===== src/rtl/ps2mpc_pkg.sv =====
package ps2mpc_pkg;

  localparam int COORD_BITS_DEFAULT = 13;
  localparam int MAX_COORD_BITS     = 16;
  localparam int SIZE_BITS          = 14;
  localparam int CFG_IDX_BITS       = 1;

  // Configuration register indexes
  localparam logic [CFG_IDX_BITS-1:0] REG_SCREEN_WIDTH  = 1'd0;
  localparam logic [CFG_IDX_BITS-1:0] REG_SCREEN_HEIGHT = 1'd1;

  localparam logic [SIZE_BITS-1:0] RESET_WIDTH  = 14'd1024;
  localparam logic [SIZE_BITS-1:0] RESET_HEIGHT = 14'd768;

  // Overflow bits in the first packet byte
  localparam logic [7:0] OVF_Y = 8'h80;
  localparam logic [7:0] OVF_X = 8'h40;

  // Position of the next aux byte inside its packet
  typedef enum logic [1:0] {
    POS_FIRST  = 2'd0,
    POS_SECOND = 2'd1,
    POS_THIRD  = 2'd2
  } byte_pos_t;

  typedef struct packed {
    logic left;
    logic right;
    logic middle;
    logic dropped;
  } ps2mpc_flags_t;

  // Largest legal coordinate for a screen size, saturated at cmax.
  function automatic logic [MAX_COORD_BITS-1:0] axis_limit(
    input logic [SIZE_BITS-1:0]      size,
    input logic [MAX_COORD_BITS-1:0] cmax
  );
    logic [MAX_COORD_BITS-1:0] lim;
    if (size == '0) begin
      lim = '0;
    end else begin
      lim = MAX_COORD_BITS'(size - 14'd1);
    end
    if (lim > cmax) begin
      lim = cmax;
    end
    return lim;
  endfunction

endpackage


===== src/rtl/ps2mpc_cfg.sv =====
module ps2mpc_cfg #(
  parameter int COORD_BITS = ps2mpc_pkg::COORD_BITS_DEFAULT
) (
  input  logic                                 clk,
  input  logic                                 rst_n,
  input  logic                                 wr_en,
  input  logic [ps2mpc_pkg::CFG_IDX_BITS-1:0]  wr_index,
  input  logic [ps2mpc_pkg::SIZE_BITS-1:0]     wr_data,
  output logic [COORD_BITS-1:0]                lim_x,
  output logic [COORD_BITS-1:0]                lim_y
);
  import ps2mpc_pkg::*;

  localparam logic [MAX_COORD_BITS-1:0] CoordMax =
    MAX_COORD_BITS'((32'd1 << COORD_BITS) - 32'd1);

  logic [COORD_BITS-1:0]     lim_x_r, lim_x_nxt;
  logic [COORD_BITS-1:0]     lim_y_r, lim_y_nxt;
  logic [MAX_COORD_BITS-1:0] new_lim;
  logic [MAX_COORD_BITS-1:0] rst_lim_x;
  logic [MAX_COORD_BITS-1:0] rst_lim_y;

  // Limits are kept pre-decremented and saturated so the datapath only compares.
  always_comb begin
    new_lim   = axis_limit(wr_data, CoordMax);
    rst_lim_x = axis_limit(RESET_WIDTH, CoordMax);
    rst_lim_y = axis_limit(RESET_HEIGHT, CoordMax);
    lim_x_nxt = lim_x_r;
    lim_y_nxt = lim_y_r;
    if (wr_en) begin
      case (wr_index)
        REG_SCREEN_WIDTH:  lim_x_nxt = new_lim[COORD_BITS-1:0];
        REG_SCREEN_HEIGHT: lim_y_nxt = new_lim[COORD_BITS-1:0];
        default: ;
      endcase
    end
  end

  always_ff @(posedge clk) begin
    if (!rst_n) begin
      lim_x_r <= rst_lim_x[COORD_BITS-1:0];
      lim_y_r <= rst_lim_y[COORD_BITS-1:0];
    end else begin
      lim_x_r <= lim_x_nxt;
      lim_y_r <= lim_y_nxt;
    end
  end

  assign lim_x = lim_x_r;
  assign lim_y = lim_y_r;

endmodule


===== src/rtl/ps2mpc_core.sv =====
module ps2mpc_core #(
  parameter int COORD_BITS = ps2mpc_pkg::COORD_BITS_DEFAULT
) (
  input  logic                      clk,
  input  logic                      rst_n,
  input  logic                      go,
  input  logic [7:0]                data_byte,
  input  logic                      from_aux,
  input  logic [COORD_BITS-1:0]     lim_x,
  input  logic [COORD_BITS-1:0]     lim_y,
  output logic                      has_result,
  output logic [COORD_BITS-1:0]     res_x,
  output logic [COORD_BITS-1:0]     res_y,
  output ps2mpc_pkg::ps2mpc_flags_t res_flags
);
  import ps2mpc_pkg::*;

  localparam int SW = COORD_BITS + 2;

  byte_pos_t             pos_r, pos_nxt;
  logic [7:0]            first_byte_r, first_byte_nxt;
  logic [7:0]            second_byte_r, second_byte_nxt;
  logic [COORD_BITS-1:0] pos_x_r, pos_x_nxt;
  logic [COORD_BITS-1:0] pos_y_r, pos_y_nxt;
  logic [2:0]            buttons_r, buttons_nxt;

  logic                  third;
  logic                  ovf;
  logic signed [SW-1:0]  sum_x;
  logic signed [SW-1:0]  sum_y;
  logic [COORD_BITS-1:0] clamp_x;
  logic [COORD_BITS-1:0] clamp_y;

  assign third = from_aux && (pos_r == POS_THIRD);
  assign ovf   = (first_byte_r & (OVF_X | OVF_Y)) != 8'h00;

  // Signed deltas: X is added, Y is subtracted (screen y grows downward).
  always_comb begin
    sum_x = $signed({2'b00, pos_x_r}) + SW'($signed(second_byte_r));
    sum_y = $signed({2'b00, pos_y_r}) - SW'($signed(data_byte));
    if (sum_x[SW-1]) begin
      clamp_x = '0;
    end else if (sum_x[SW-2:0] > {1'b0, lim_x}) begin
      clamp_x = lim_x;
    end else begin
      clamp_x = sum_x[COORD_BITS-1:0];
    end
    if (sum_y[SW-1]) begin
      clamp_y = '0;
    end else if (sum_y[SW-2:0] > {1'b0, lim_y}) begin
      clamp_y = lim_y;
    end else begin
      clamp_y = sum_y[COORD_BITS-1:0];
    end
  end

  always_comb begin
    pos_nxt         = pos_r;
    first_byte_nxt  = first_byte_r;
    second_byte_nxt = second_byte_r;
    pos_x_nxt       = pos_x_r;
    pos_y_nxt       = pos_y_r;
    buttons_nxt     = buttons_r;
    if (go && from_aux) begin
      case (pos_r)
        POS_SECOND: begin
          second_byte_nxt = data_byte;
          pos_nxt         = POS_THIRD;
        end
        POS_THIRD: begin
          pos_nxt = POS_FIRST;
          if (!ovf) begin
            buttons_nxt = first_byte_r[2:0];
            pos_x_nxt   = clamp_x;
            pos_y_nxt   = clamp_y;
          end
        end
        default: begin
          first_byte_nxt = data_byte;
          pos_nxt        = POS_SECOND;
        end
      endcase
    end
  end

  always_ff @(posedge clk) begin
    if (!rst_n) begin
      pos_r         <= POS_FIRST;
      first_byte_r  <= '0;
      second_byte_r <= '0;
      pos_x_r       <= '0;
      pos_y_r       <= '0;
      buttons_r     <= '0;
    end else begin
      pos_r         <= pos_nxt;
      first_byte_r  <= first_byte_nxt;
      second_byte_r <= second_byte_nxt;
      pos_x_r       <= pos_x_nxt;
      pos_y_r       <= pos_y_nxt;
      buttons_r     <= buttons_nxt;
    end
  end

  // Result as seen after this packet.
  assign has_result        = third;
  assign res_x             = ovf ? pos_x_r : clamp_x;
  assign res_y             = ovf ? pos_y_r : clamp_y;
  assign res_flags.left    = ovf ? buttons_r[0] : first_byte_r[0];
  assign res_flags.right   = ovf ? buttons_r[1] : first_byte_r[1];
  assign res_flags.middle  = ovf ? buttons_r[2] : first_byte_r[2];
  assign res_flags.dropped = ovf;

endmodule


===== src/rtl/ps2_mouse_packet_cursor_top.sv =====
// Channel | Direction | Handshake          | Beat carries
// in      | input     | in_valid/in_stall  | data_byte, from_aux
// out     | output    | out_valid/out_stall| cursor_x/y, three buttons, packet_dropped
// cfg     | input     | cfg_valid/cfg_ready| cfg_index, cfg_data (screen width/height)
//
// One input beat per cycle sustained while in_stall is low; a result beat is
// offered once the third aux byte of a packet has passed the input register
// and then the result register, with the cursor add/clamp between the two.
// Synchronous active-low reset clears the byte counter, cursor, buttons and
// both valid flags; limits return to 1024 x 768.
// in_stall rises only when a packet-ending beat waits in the input register
// while the result register is full and stalled; non-aux and non-final bytes
// keep flowing. cfg_ready is always high.
module ps2_mouse_packet_cursor_top #(
  parameter int COORD_BITS = ps2mpc_pkg::COORD_BITS_DEFAULT
) (
  input  logic                                clk,
  input  logic                                rst_n,
  // input channel
  input  logic                                in_valid,
  output logic                                in_stall,
  input  logic [7:0]                          in_data_byte,
  input  logic                                in_from_aux,
  // result channel
  output logic                                out_valid,
  input  logic                                out_stall,
  output logic [COORD_BITS-1:0]               out_cursor_x,
  output logic [COORD_BITS-1:0]               out_cursor_y,
  output logic                                out_button_left,
  output logic                                out_button_right,
  output logic                                out_button_middle,
  output logic                                out_packet_dropped,
  // configuration channel
  input  logic                                cfg_valid,
  output logic                                cfg_ready,
  input  logic [ps2mpc_pkg::CFG_IDX_BITS-1:0] cfg_index,
  input  logic [ps2mpc_pkg::SIZE_BITS-1:0]    cfg_data
);
  import ps2mpc_pkg::*;

  // input register stage
  logic                  s1_valid_r, s1_valid_nxt;
  logic [7:0]            s1_byte_r;
  logic                  s1_aux_r;
  logic                  in_accept;
  logic                  s1_go;

  // result register stage
  logic                  out_valid_r, out_valid_nxt;
  logic [COORD_BITS-1:0] out_x_r;
  logic [COORD_BITS-1:0] out_y_r;
  ps2mpc_flags_t         out_flags_r;
  logic                  out_load;

  logic [COORD_BITS-1:0] lim_x;
  logic [COORD_BITS-1:0] lim_y;
  logic                  has_result;
  logic [COORD_BITS-1:0] res_x;
  logic [COORD_BITS-1:0] res_y;
  ps2mpc_flags_t         res_flags;

  assign cfg_ready = 1'b1;

  ps2mpc_cfg #(
    .COORD_BITS(COORD_BITS)
  ) u_cfg (
    .clk      (clk),
    .rst_n    (rst_n),
    .wr_en    (cfg_valid),
    .wr_index (cfg_index),
    .wr_data  (cfg_data),
    .lim_x    (lim_x),
    .lim_y    (lim_y)
  );

  ps2mpc_core #(
    .COORD_BITS(COORD_BITS)
  ) u_core (
    .clk        (clk),
    .rst_n      (rst_n),
    .go         (s1_go),
    .data_byte  (s1_byte_r),
    .from_aux   (s1_aux_r),
    .lim_x      (lim_x),
    .lim_y      (lim_y),
    .has_result (has_result),
    .res_x      (res_x),
    .res_y      (res_y),
    .res_flags  (res_flags)
  );

  // A held beat moves on unless it ends a packet and the result slot is
  // full and stalled.
  assign s1_go     = s1_valid_r && (!has_result || !out_valid_r || !out_stall);
  assign in_stall  = s1_valid_r && !s1_go;
  assign in_accept = in_valid && !in_stall;
  assign out_load  = s1_go && has_result;

  always_comb begin
    s1_valid_nxt = in_accept ? 1'b1 : (s1_go ? 1'b0 : s1_valid_r);
    if (out_load) begin
      out_valid_nxt = 1'b1;
    end else if (!out_stall) begin
      out_valid_nxt = 1'b0;
    end else begin
      out_valid_nxt = out_valid_r;
    end
  end

  always_ff @(posedge clk) begin
    if (!rst_n) begin
      s1_valid_r  <= 1'b0;
      out_valid_r <= 1'b0;
    end else begin
      s1_valid_r  <= s1_valid_nxt;
      out_valid_r <= out_valid_nxt;
    end
  end

  always_ff @(posedge clk) begin
    if (in_accept) begin
      s1_byte_r <= in_data_byte;
      s1_aux_r  <= in_from_aux;
    end
    if (out_load) begin
      out_x_r     <= res_x;
      out_y_r     <= res_y;
      out_flags_r <= res_flags;
    end
  end

  assign out_valid          = out_valid_r;
  assign out_cursor_x       = out_x_r;
  assign out_cursor_y       = out_y_r;
  assign out_button_left    = out_flags_r.left;
  assign out_button_right   = out_flags_r.right;
  assign out_button_middle  = out_flags_r.middle;
  assign out_packet_dropped = out_flags_r.dropped;

endmodule


===== config.mk =====
export PLATFORM = sky130hd
export DESIGN_NAME = ps2_mouse_packet_cursor_top
export DESIGN_NICKNAME = d
export VERILOG_FILES = /design/src/rtl/ps2mpc_pkg.sv /design/src/rtl/ps2mpc_cfg.sv /design/src/rtl/ps2mpc_core.sv /design/src/rtl/ps2_mouse_packet_cursor_top.sv
export SDC_FILE = /design/constraint.sdc
export NUM_CORES = 1
export LEC_CHECK = 0
export BUFFER_PORTS_ARGS = -buffer_cell sky130_fd_sc_hd__buf_2
export CAP_MARGIN = 20
export CORE_MARGIN = 4
export CORE_UTILIZATION = 35
export DETAILED_ROUTE_END_ITERATION = 8
export HOLD_SLACK_MARGIN = 0.05
export PLACE_DENSITY = 0.58
export SETUP_SLACK_MARGIN = 0.5
export SKIP_LAST_GASP = 1
export SLEW_MARGIN = 40
export SYNTH_ARGS = -nofsm -noshare
export SYNTH_HDL_FRONTEND = slang
export SYNTH_HIERARCHICAL = 1
export SYNTH_SLANG_ARGS = --single-unit

===== constraint.sdc =====
create_clock -name clk -period 8.7 [get_ports clk]
set_clock_uncertainty 0.15 [all_clocks]
set_input_delay 0.87 -clock clk [delete_from_list [all_inputs] [get_ports clk]]
set_output_delay 0.87 -clock clk [all_outputs]
set_load 0.1 [all_outputs]

==> flow_summary_export.csv, run 1 <==
group,metric,value,unit
place,placed_area,7180,sq um
setup_path,path_max_fanout,13,
sta,setup_viol,0,
setup_path,critical_path_arrival,4480,ps
floorplanning,die_w,146,um
clock_tree,cts_buffers,9,
logic_synthesis,synth_top_area_share,21.5,%
global_routing,grt_usage,15.3,%
drt,wl,16400,um
global_routing,antenna_found_initial,0,
drt,wl_per_cell,15.9,um
floorplanning,core_area,18800,sq um
status,outcome,"completed",
drt,num_vias,5332,
layout,final_util,39.9,%
sta,whs,320,ps
logic_synthesis,mappedNetlistArea,6690,sq um
logic_synthesis,synth_flop_cell,"dfxtp_1",
layout,num-fill-cells,1912,
layout,diodes,0,
logic_synthesis,synth-edff-count,39,
floorplanning,start_util,35.7,%
sta,post-route-min-period,4550,ps
sta,tns,0,ps
drt,ant_nets,0,
sta,hold_viol_final,0,
floorplanning,num_rows,50,
sta,worst_slew_pin_slew,744,ps
floorplanning,die_area,21400,sq um
layout,final_common_cell,"nand2_1",
clock_tree,clk_pin_slew_worst_paths,80,ps
layout,stdcell_count,1028,
run,cap_violations,0,
sta,max_freq,0.220,GHz
logic_synthesis,ys_top_cells_by_area,"dfxtp_1, edfxtp_1, ha_1",
layout,drive_above_1_share,13.0,%
clock_tree,worstSkewPairLatency,350,ps
logic_synthesis,syn-num-nets,833,
pwr,p_per_area,151,nW/um^2
sta,relSlewSlack,50.3,%
layout,finalInstanceArea,7490,sq um
pwr,p_leak,3.05,nW
setup_path,worst_setup_path_end_kind,"flip-flop",
drt,drc_errors,0,
drt,routed_via_density,5.19,
pwr,power,1.13,mW
global_routing,grt_max_degree,33,
clock_tree,post_cts_buffers,0,
clock_tree,cts_buffer_depth,2,
logic_synthesis,ys_ff_latch,111,
setup_path,start_kind,"flip-flop",
clock_tree,cts.sink_count,111,
place,dpl.cell_count,1012,
sta,fin_ws,4150,ps
place,place.detailed.hpwl,12100,um
global_routing,grt_pass1_wl,26600,um
clock_tree,hold_buffers,0,
clock_tree,tritoncts,"done",
logic_synthesis,synth-seq-area-share,39.0,%
floorplanning,ioPinCount,62,
clock_tree,htreeDepth,3,
sta,grt_setup_unrepaired,"no",
global_routing,gr-total-overflow,0,
layout,fin_nets,878,
logic_synthesis,syn_inst,744,
logic_synthesis,async_flop_share,0,%
drt,dr.first_iter.drc_count,358,
place,place.gp.congestion,0.857,
floorplanning,fp.dieH,146,um
logic_synthesis,avgSynthCellArea,8.99,sq um
layout,final_cell_mix,"nand2_1, dfxtp_1, buf_2, ha_1, inv_1",
worst_hold_path,hp-class,"flip-flop to flip-flop",
global_routing,grt_pass1_vias,5039,
logic_synthesis,yosysUniqueCellTypes,73,
setup_path,crit_type,"flip-flop to flip-flop",
drt,drt_pass1_iterations,5,
setup_path,required,8630,ps
place,portBuffers,60,
logic_synthesis,yosys_warnings,6,
sta,fin_crit_sh,52.3,%
pwr,peakVddDrop,0.0000857,V
clock_tree,ctsResizeCount,0,
clock_tree,cts_root_buf,"clkbuf_16",
logic_synthesis,synth_area_leader_cell,"dfxtp_1",
place,dp_slack,4160,ps
sta,final_max_slew_viol_count,0,
layout,area_growth,11.9,%
## synthesized netlist by cell type (5+ instances only)
cell type / count
nor2b_1: 11
nand2b_1: 7
nor3_1: 12
ha_1: 58
dfxtp_1: 72
nand2_1: 94
o21a_1: 8
a21oi_1: 46
nor4_1: 5
xnor2_1: 17
xor2_1: 8
o21bai_1: 5
mux2i_1: 26
a21o_1: 6
a21boi_0: 17
nor2_1: 44
nand3_1: 13
o21ai_1: 25
a32o_1: 7
edfxtp_1: 39
or3_1: 5
clkbuf_1: 19
inv_1: 57
and3_1: 5
o21ai_0: 56
## path summary, 6_finish.rpt
path | endpoint | slack, ps | from | cells past startpoint
setup / recovery | out_cursor_x[12] | 4150 | u_core/pos_x_r[0] | 18
hold reg to reg | u_core/buttons_r[1] | 320 | u_core/buttons_r[1] | 2
hold / removal | u_core/buttons_r[1] | 320 | u_core/buttons_r[1] | 2
setup reg to reg | out_cursor_x[12] | 4150 | u_core/pos_x_r[0] | 18
## layout make-up
cell class / count / area (sq um) / area share, %
multi-input cells: 547 / 3750 / 50.0
repair buffers: 62 / 315 / 4.21
well taps: 234 / 293 / 3.91
flip-flops and latches: 111 / 2610 / 34.9
clock inverters: 6 / 66.3 / 0.885
clock buffers: 10 / 239 / 3.19
inverters: 58 / 218 / 2.91
## metal layers
metal	track usage (%)	routed length, um	vias up
li1	-	-	2749
met1	21.7	8280	2485
met2	24.6	7410	86
met3	1.77	478	12
met4	4.66	209	0
met5	0	0	-
## critical path, cell delays in order (launching register included)
cell and delay (ps):
dfxtp_1 360, ha_1 210, inv_1 70, fa_1 410
nor2b_2 160, o31ai_2 100, a21oi_2 190, o211ai_2 130
mux2_2 310, a2111oi_4 340, ha_1 190, nand3_1 100
nor2_1 130, o21ai_0 100, a31oi_1 210, nor2_1 90
mux2i_4 560, mux2i_1 330, o22ai_1 120
## registers in the layout, indices dropped and copies added (netlist names)
register / count
out_button_middle: 1
out_button_right: 1
s1_aux_r: 1
out_valid: 1
out_packet_dropped: 1
u_core/pos_r: 2
u_core/buttons_r: 3
u_core/first_byte_r: 5
u_cfg/lim_x: 13
out_cursor_y: 13
u_core/second_byte_r: 8
out_button_left: 1
u_core/pos_y_r: 13
s1_byte_r: 8
out_cursor_x: 13
u_cfg/lim_y: 13
u_core/pos_x_r: 13
s1_valid_r: 1
## cell families after synthesis
group	synth area share (%)
and+or+nand+nor	15.6
AOI/OAI and AO/OA	20.7
DFF	39.0
buffers and inverters	5.18
adders and majority gates	11.4
muxes	4.73
xor gates and xnor gates	3.27
other	0.0560
## power by group
part           switching (mW)  leakage (nW)  internal (mW)
registers              0.0128         0.917          0.550
clock network           0.200         0.153          0.233
logic                  0.0840          1.98         0.0504
total                   0.297          3.05          0.834
(Power assumes the default switching activity.)
==> run 2: changes to the inputs <==
- clock period: 8.7 -> 4.27 ns (I/O delays scaled with it)
==> run 2 against run 1 <==
Compared with the run above:
- sequential power up 110%
- clock-buffer cell count unchanged
- via count up 5.6%
- first-iteration DRC count up 23%
- highest routed layer unchanged
- largest cell class unchanged
- critical path type unchanged
==> flow_summary_export.csv, run 2 (synthesized netlist as in run 1, its figures left out) <==
group,metric,value,unit
place,place.detailed.hpwl,12500,um
global_routing,grtUsageMet2,26.8,%
pwr,p_clk_share,36.4,%
setup_path,crit_end,"out_cursor_x[1]",
setup_path,start_kind,"flip-flop",
setup_path,r2r-end,"out_cursor_x[1]",
sta,hold_viol_final,0,
setup_path,cp.buffers_inverters,3,
setup_path,crit_type,"flip-flop to flip-flop",
clock_tree,tritoncts,"done",
floorplanning,die_area,21400,sq um
clock_tree,cts_buffers,9,
pwr,p_per_area,289,nW/um^2
global_routing,grt_pass1_vias,5413,
layout,final_common_cell,"nand2_1",
setup_path,reg2reg_depth,20,
sta,whs,90.8,ps
global_routing,gr-total-overflow,0,
clock_tree,clk_pin_slew_worst_paths,80,ps
pwr,pwr-share-seq,48.0,%
setup_path,r2r-start,"u_core/second_byte_r[0]",
layout,drive_above_1_share,23.8,%
setup_path,critical_path.startpoint,"u_core/second_byte_r[0]",
sta,fin_crit_sh,97.0,%
setup_path,path_common_cell,"mux2i_4",
clock_tree,cts_buffer_depth,2,
drt,drc_errors,0,
setup_path,critical_path_arrival,4080,ps
setup_path,cpLargestDelayFamily,"compound AO/OA/AOI/OAI gates",
pwr,p_switching,0.673,mW
sta,grt_setup_unrepaired,"yes",
global_routing,use_met1,22.9,%
drt,drt_pass1_iterations,5,
global_routing,grt_pass1_wl,28700,um
floorplanning,die_w,146,um
layout,num-fill-cells,1835,
place,dp_slack,48.6,ps
clock_tree,cts.sink_count,111,
sta,fin_ws,129,ps
setup_path,worstPathCellList,"ha_4 > inv_2 > fa_2 > nor2b_4 > o31ai_4 > a21oi_2 > o211ai_2 > mux2_4 > a2111oi_4 > ha_1 > nand3_2 > nor2_2 > a21oi_1 > a31oi_1 > nor2_1 > mux2i_4 > buf_6 > buf_16 > mux2i_4 > o22ai_1",
drt,wl_per_cell,16.7,um
pwr,p_int,1.73,mW
pwr,peakVddDrop,0.000177,V
setup_path,slowest_stage,"dfxtp_2",
layout,diodes,0,
place,place.gp.congestion,0.848,
worst_hold_path,hp-class,"input port to flip-flop",
run,cap_violations,0,
drt,ant_nets,0,
clock_tree,htreeDepth,3,
sta,post-route-min-period,4140,ps
setup_path,max_stage_delay,360,ps
place,dpl.cell_count,1018,
sta,final_max_slew_viol_count,0,
place,portBuffers,60,
status,outcome,"completed",
pwr,switching_share,28.0,%
pwr,comb_power_share,15.6,%
global_routing,busiest_layer,"met2",
sta,relSlewSlack,53.6,%
floorplanning,core_area,18800,sq um
floorplanning,start_util,35.7,%
global_routing,gr-usage-met3,2.61,%
setup_path,worst_setup_path_end_kind,"flip-flop",
layout,final_cell_mix,"nand2_1, dfxtp_1, buf_2, ha_1, inv_1",
layout,area_growth,24.2,%
pwr,p_leak,3.33,nW
layout,fin_nets,920,
floorplanning,num_rows,50,
sta,worst_slew_pin_slew,695,ps
global_routing,antenna_found_initial,0,
setup_path,ff2ff_setup_slack,130,ps
floorplanning,ioPinCount,62,
clock_tree,hold_buffers,0,
global_routing,grt_usage,16.7,%
global_routing,grt_max_degree,33,
setup_path,cp.depth,20,
sta,max_freq,0.241,GHz
drt,num_vias,5632,
drt,dr.first_iter.drc_count,440,
drt,wl,17900,um
drt,routed_via_density,5.26,
sta,setup_viol,0,
layout,stdcell_count,1070,
clock_tree,worstSkewPairLatency,360,ps
floorplanning,fp.dieH,146,um
clock_tree,cts_root_buf,"clkbuf_16",
setup_path,path_max_fanout,4,
setup_path,required,4210,ps
-- run 2: cell count changes in the layout (fill, tap and decap cells not counted), moves of 3 or more --
cell and change:
buf_12 +3, buf_4 +32, buf_6 +5, ha_1 -3, inv_1 -4, inv_2 +4
mux2i_1 -25, mux2i_2 +5, mux2i_4 +20, o21ai_0 -25, o21ai_1 +20, o21ai_2 +5
-- run 2: metal layers --
metal  part of all wire (%)  vias to the layer above  routed length, um
met1                     48                     2651               8590
met4                    2.0                        0                351
met2                     46                      124               8220
li1                       -                     2838                  -
met5                      0                        -                  0
met3                    4.0                       19                706
-- run 2: power by group through the flow --
stage                     combinational [mW]  sequential, mW  clock, mW
after global placement                 0.279            1.17          0
final                                  0.374            1.16      0.876
after global routing                   0.412            1.16      0.937
after detailed placement               0.279            1.17          0
after floorplan                        0.200            1.16          0
after CTS                              0.319            1.15      0.905
-- run 2: through the flow --
stage | power [mW] | TNS (ps) | utilization (%) | instance area [sq um]
after global placement | 1.45 | 0 | 38.7 | 7270
after CTS | 2.37 | 0 | 42.7 | 8010
after global routing | 2.51 | -1.36 | 44.3 | 8310
after floorplan | 1.36 | 0 | - | 6720
final | 2.41 | 0 | 44.3 | 8310
after detailed placement | 1.45 | 0 | 38.7 | 7270
-- run 2: final cells by class --
class	count	area [sq um]	area share [%]
Clock buffer	10	250	3.01
Clock inverter	6	57.6	0.692
Inverter	58	218	2.62
Multi-Input combinational cell	547	4170	50.1
Sequential cell	111	2620	31.5
Tap cell	234	293	3.52
Timing Repair Buffer	104	714	8.59
-- run 2: timing repair --
item / in CTS / in global routing
pin swaps: 28 / 24
setup buffers: 28 / 7
gates resized for setup: 51 / 59
gates cloned: 1 / 0
setup endpoints to repair: 52 / 52
-- run 2: worst min-delay path by stage --
stage	start	endpoint	slack (ps)	depth (start not counted)
after floorplan	u_core/buttons_r[0]	u_core/buttons_r[0]	290	2
after global placement	u_core/buttons_r[2]	u_core/buttons_r[2]	310	2
after detailed placement	u_core/buttons_r[0]	u_core/buttons_r[0]	310	2
after CTS	in_data_byte[5]	s1_byte_r[5]	70	1
after global routing	in_data_byte[5]	s1_byte_r[5]	80	1
final	in_data_byte[5]	s1_byte_r[5]	90	1
==> run 3: changes to the inputs <==
- ABC_AREA: unset -> 1
- ABC_CLOCK_PERIOD_IN_PS: unset -> 4270
- PLACE_DENSITY: 0.58 -> 0.57
==> run 3 against run 2 <==
Compared with the run above:
- power increased by 0.26%
- non-clock buffer count decreased by 18
- design area increased by 6.6%
- critical path type unchanged
- largest power group unchanged
==> flow_summary_export.csv, run 3 <==
group,metric,value,unit
drt,num_vias,6814,
place,portBuffers,60,
global_routing,grt_pass1_wl,33300,um
logic_synthesis,synth_commonest_cells,"nand2_1, inv_1, a21oi_1",
layout,fin_nets,1196,
layout,diodes,0,
sta,post-route-min-period,3600,ps
floorplanning,fp.dieH,156,um
pwr,p_per_area,272,nW/um^2
logic_synthesis,synth_flop_cell,"dfxtp_1",
pwr,power,2.41,mW
sta,worst_slew_pin_slew,765,ps
global_routing,grt_pass1_vias,6452,
clock_tree,htreeDepth,3,
floorplanning,num_rows,53,
clock_tree,cts.sink_count,111,
logic_synthesis,avgSynthCellArea,7.36,sq um
logic_synthesis,synth-edff-count,39,
logic_synthesis,syn-num-nets,1129,
logic_synthesis,synth_fa_ha_area_share,10.0,%
logic_synthesis,mappedNetlistArea,7660,sq um
sta,final_max_slew_viol_count,0,
clock_tree,cts_buffers,9,
logic_synthesis,synth-xor-area-share,2.96,%
logic_synthesis,synth_top_family_by_area,"simple AND/OR/NAND/NOR gates",
floorplanning,die_w,156,um
drt,routed_via_density,4.91,
setup_path,critical_path_arrival,3740,ps
setup_path,worst_setup_path_end_kind,"flip-flop",
clock_tree,cts_buffer_depth,2,
floorplanning,ioPinCount,62,
status,outcome,"completed",
place,place.detailed.hpwl,15500,um
global_routing,antenna_found_initial,0,
layout,final_common_cell,"nand2_1",
layout,drive_above_1_share,19.2,%
floorplanning,die_area,24300,sq um
sta,fin_crit_sh,84.4,%
setup_path,path_max_fanout,7,
clock_tree,cts_root_buf,"clkbuf_16",
logic_synthesis,synth-simple-area-share,30.8,%
logic_synthesis,yosysUniqueCellTypes,42,
drt,dr.first_iter.drc_count,389,
clock_tree,clk_pin_slew_worst_paths,80,ps
logic_synthesis,synth_top_area_share,18.8,%
logic_synthesis,yosys_warnings,6,
setup_path,start_kind,"flip-flop",
pwr,peakVddDrop,0.000178,V
logic_synthesis,synth_mux_area_share,0,%
logic_synthesis,synth_area_leader_cell,"dfxtp_1",
worst_hold_path,hp-class,"input port to flip-flop",
drt,ant_nets,0,
sta,relSlewSlack,48.8,%
setup_path,crit_type,"flip-flop to flip-flop",
global_routing,grt_usage,17.1,%
run,cap_violations,0,
clock_tree,tritoncts,"done",
global_routing,grt_max_degree,50,
logic_synthesis,synth-seq-area-share,34.1,%
drt,drt_pass1_iterations,5,
layout,final_cell_mix,"nand2_1, inv_1, a21oi_1, nand3_1, dfxtp_1",
sta,grt_setup_unrepaired,"no",
sta,hold_viol_final,0,
layout,final_util,41.6,%
floorplanning,start_util,36.0,%
logic_synthesis,syn_inst,1040,
sta,setup_viol,0,
logic_synthesis,synth_compound_area_share,12.3,%
logic_synthesis,async_flop_share,0,%
layout,area_growth,15.7,%
place,place.gp.congestion,0.925,
clock_tree,worstSkewPairLatency,360,ps
drt,wl,21000,um
logic_synthesis,ys_top_cells_by_area,"dfxtp_1, edfxtp_1, nand2_1",
pwr,p_leak,4.25,nW
sta,tns,0,ps
logic_synthesis,synth.most_common_cell,"nand2_1",
place,dpl.cell_count,1351,
sta,max_freq,0.278,GHz
drt,wl_per_cell,15.1,um
layout,stdcell_count,1387,
drt,drc_errors,0,
floorplanning,core_area,21300,sq um
global_routing,gr-total-overflow,0,
setup_path,required,4410,ps
logic_synthesis,ys_ff_latch,111,
layout,num-fill-cells,2227,
## run 3: changes by cell type in the layout (fill, tap and decap cells not counted), moves of 15 or more
cell / previous run / this run
o21ai_1: 45 / 6
nand2_1: 94 / 244
nand4_1: 3 / 28
nand2_2: 0 / 16
a21oi_1: 45 / 94
inv_1: 53 / 147
a21boi_0: 15 / 0
mux2i_4: 21 / 0
nand3_1: 11 / 93
a21oi_2: 1 / 19
nand3_2: 2 / 18
## run 3: area by class of cell
| cell class | count | area (sq um) | share of cell area [%] |
|---|---|---|---|
| Clock buffer | 10 | 229 | 2.58 |
| Multi-Input combinational cell | 743 | 4510 | 50.9 |
| Timing Repair Buffer | 86 | 499 | 5.63 |
| Sequential cell | 111 | 2620 | 29.5 |
| Tap cell | 275 | 344 | 3.88 |
| Inverter | 156 | 601 | 6.78 |
| Clock inverter | 6 | 62.6 | 0.706 |
## run 3: critical path, stage by stage, from the launching register on
cell      delay, ps
edfxtp_1        500
inv_4           120
buf_4           160
ha_1            350
a21oi_1         180
inv_1            70
a21oi_1         140
nand3_1         150
xor2_1          200
inv_1            70
ha_1            290
nand3_1         100
nand3b_1        220
nand2_4         140
nand2_8          90
buf_4           160
a21oi_4         150
nand4_1         100
a21oi_1         170
## run 3: layer usage
metal | vias to the layer above | track usage, % | part of all wire, %
met5 | - | 0 | 0
met4 | 0 | 3.96 | 1.0
met3 | 14 | 2.94 | 3.5
met2 | 114 | 29.1 | 50
met1 | 3139 | 22.8 | 46
li1 | 3547 | - | -
## run 3: timing repair
| action | 4_1_cts | 5_1_grt |
|---|---|---|
| gates resized for setup | 7 | 50 |
| cloned | 0 | 2 |
| setup buffers | 3 | 15 |
| endpoints found under the setup margin | 31 | 52 |
| pin swaps | 1 | 10 |
| hold buffers | 0 | 0 |
## run 3: final timing paths
path                                           from             endpoint  slack, ps  cells after the start
worst max-delay path                   s1_byte_r[7]    u_core/pos_y_r[7]        670                     18
worst min register to register  u_core/buttons_r[1]  u_core/buttons_r[1]        310                      2
worst min-delay path                in_data_byte[7]         s1_byte_r[7]         80                      1
worst max register to register         s1_byte_r[7]    u_core/pos_y_r[7]        670                     18
## run 3: cell families (layout without fill, tap and decap cells)
logic type      Yosys count  count (layout)
flops                   111             111
compound gates          165             165
fa+ha+maj                60              60
xor+xnor                 25              25
buf+inv                 188             258
other cells               1               1
simple gates            490             492
## run 3: report_power, final
part,switching (mW),internal [mW]
registers,0.0194,1.12
clock network,0.424,0.412
logic,0.281,0.152
total,0.724,1.69
## run 3: through the flow
stage                     setup slack (ps)  hold slack (ps)  instance area (sq um)
after floorplan                        924              274                   7660
after global placement                 103              284                   8200
after detailed placement               111              295                   8200
after CTS                              500             67.4                   8540
after global routing                   465             63.7                   8860
final                                  668             82.6                   8860
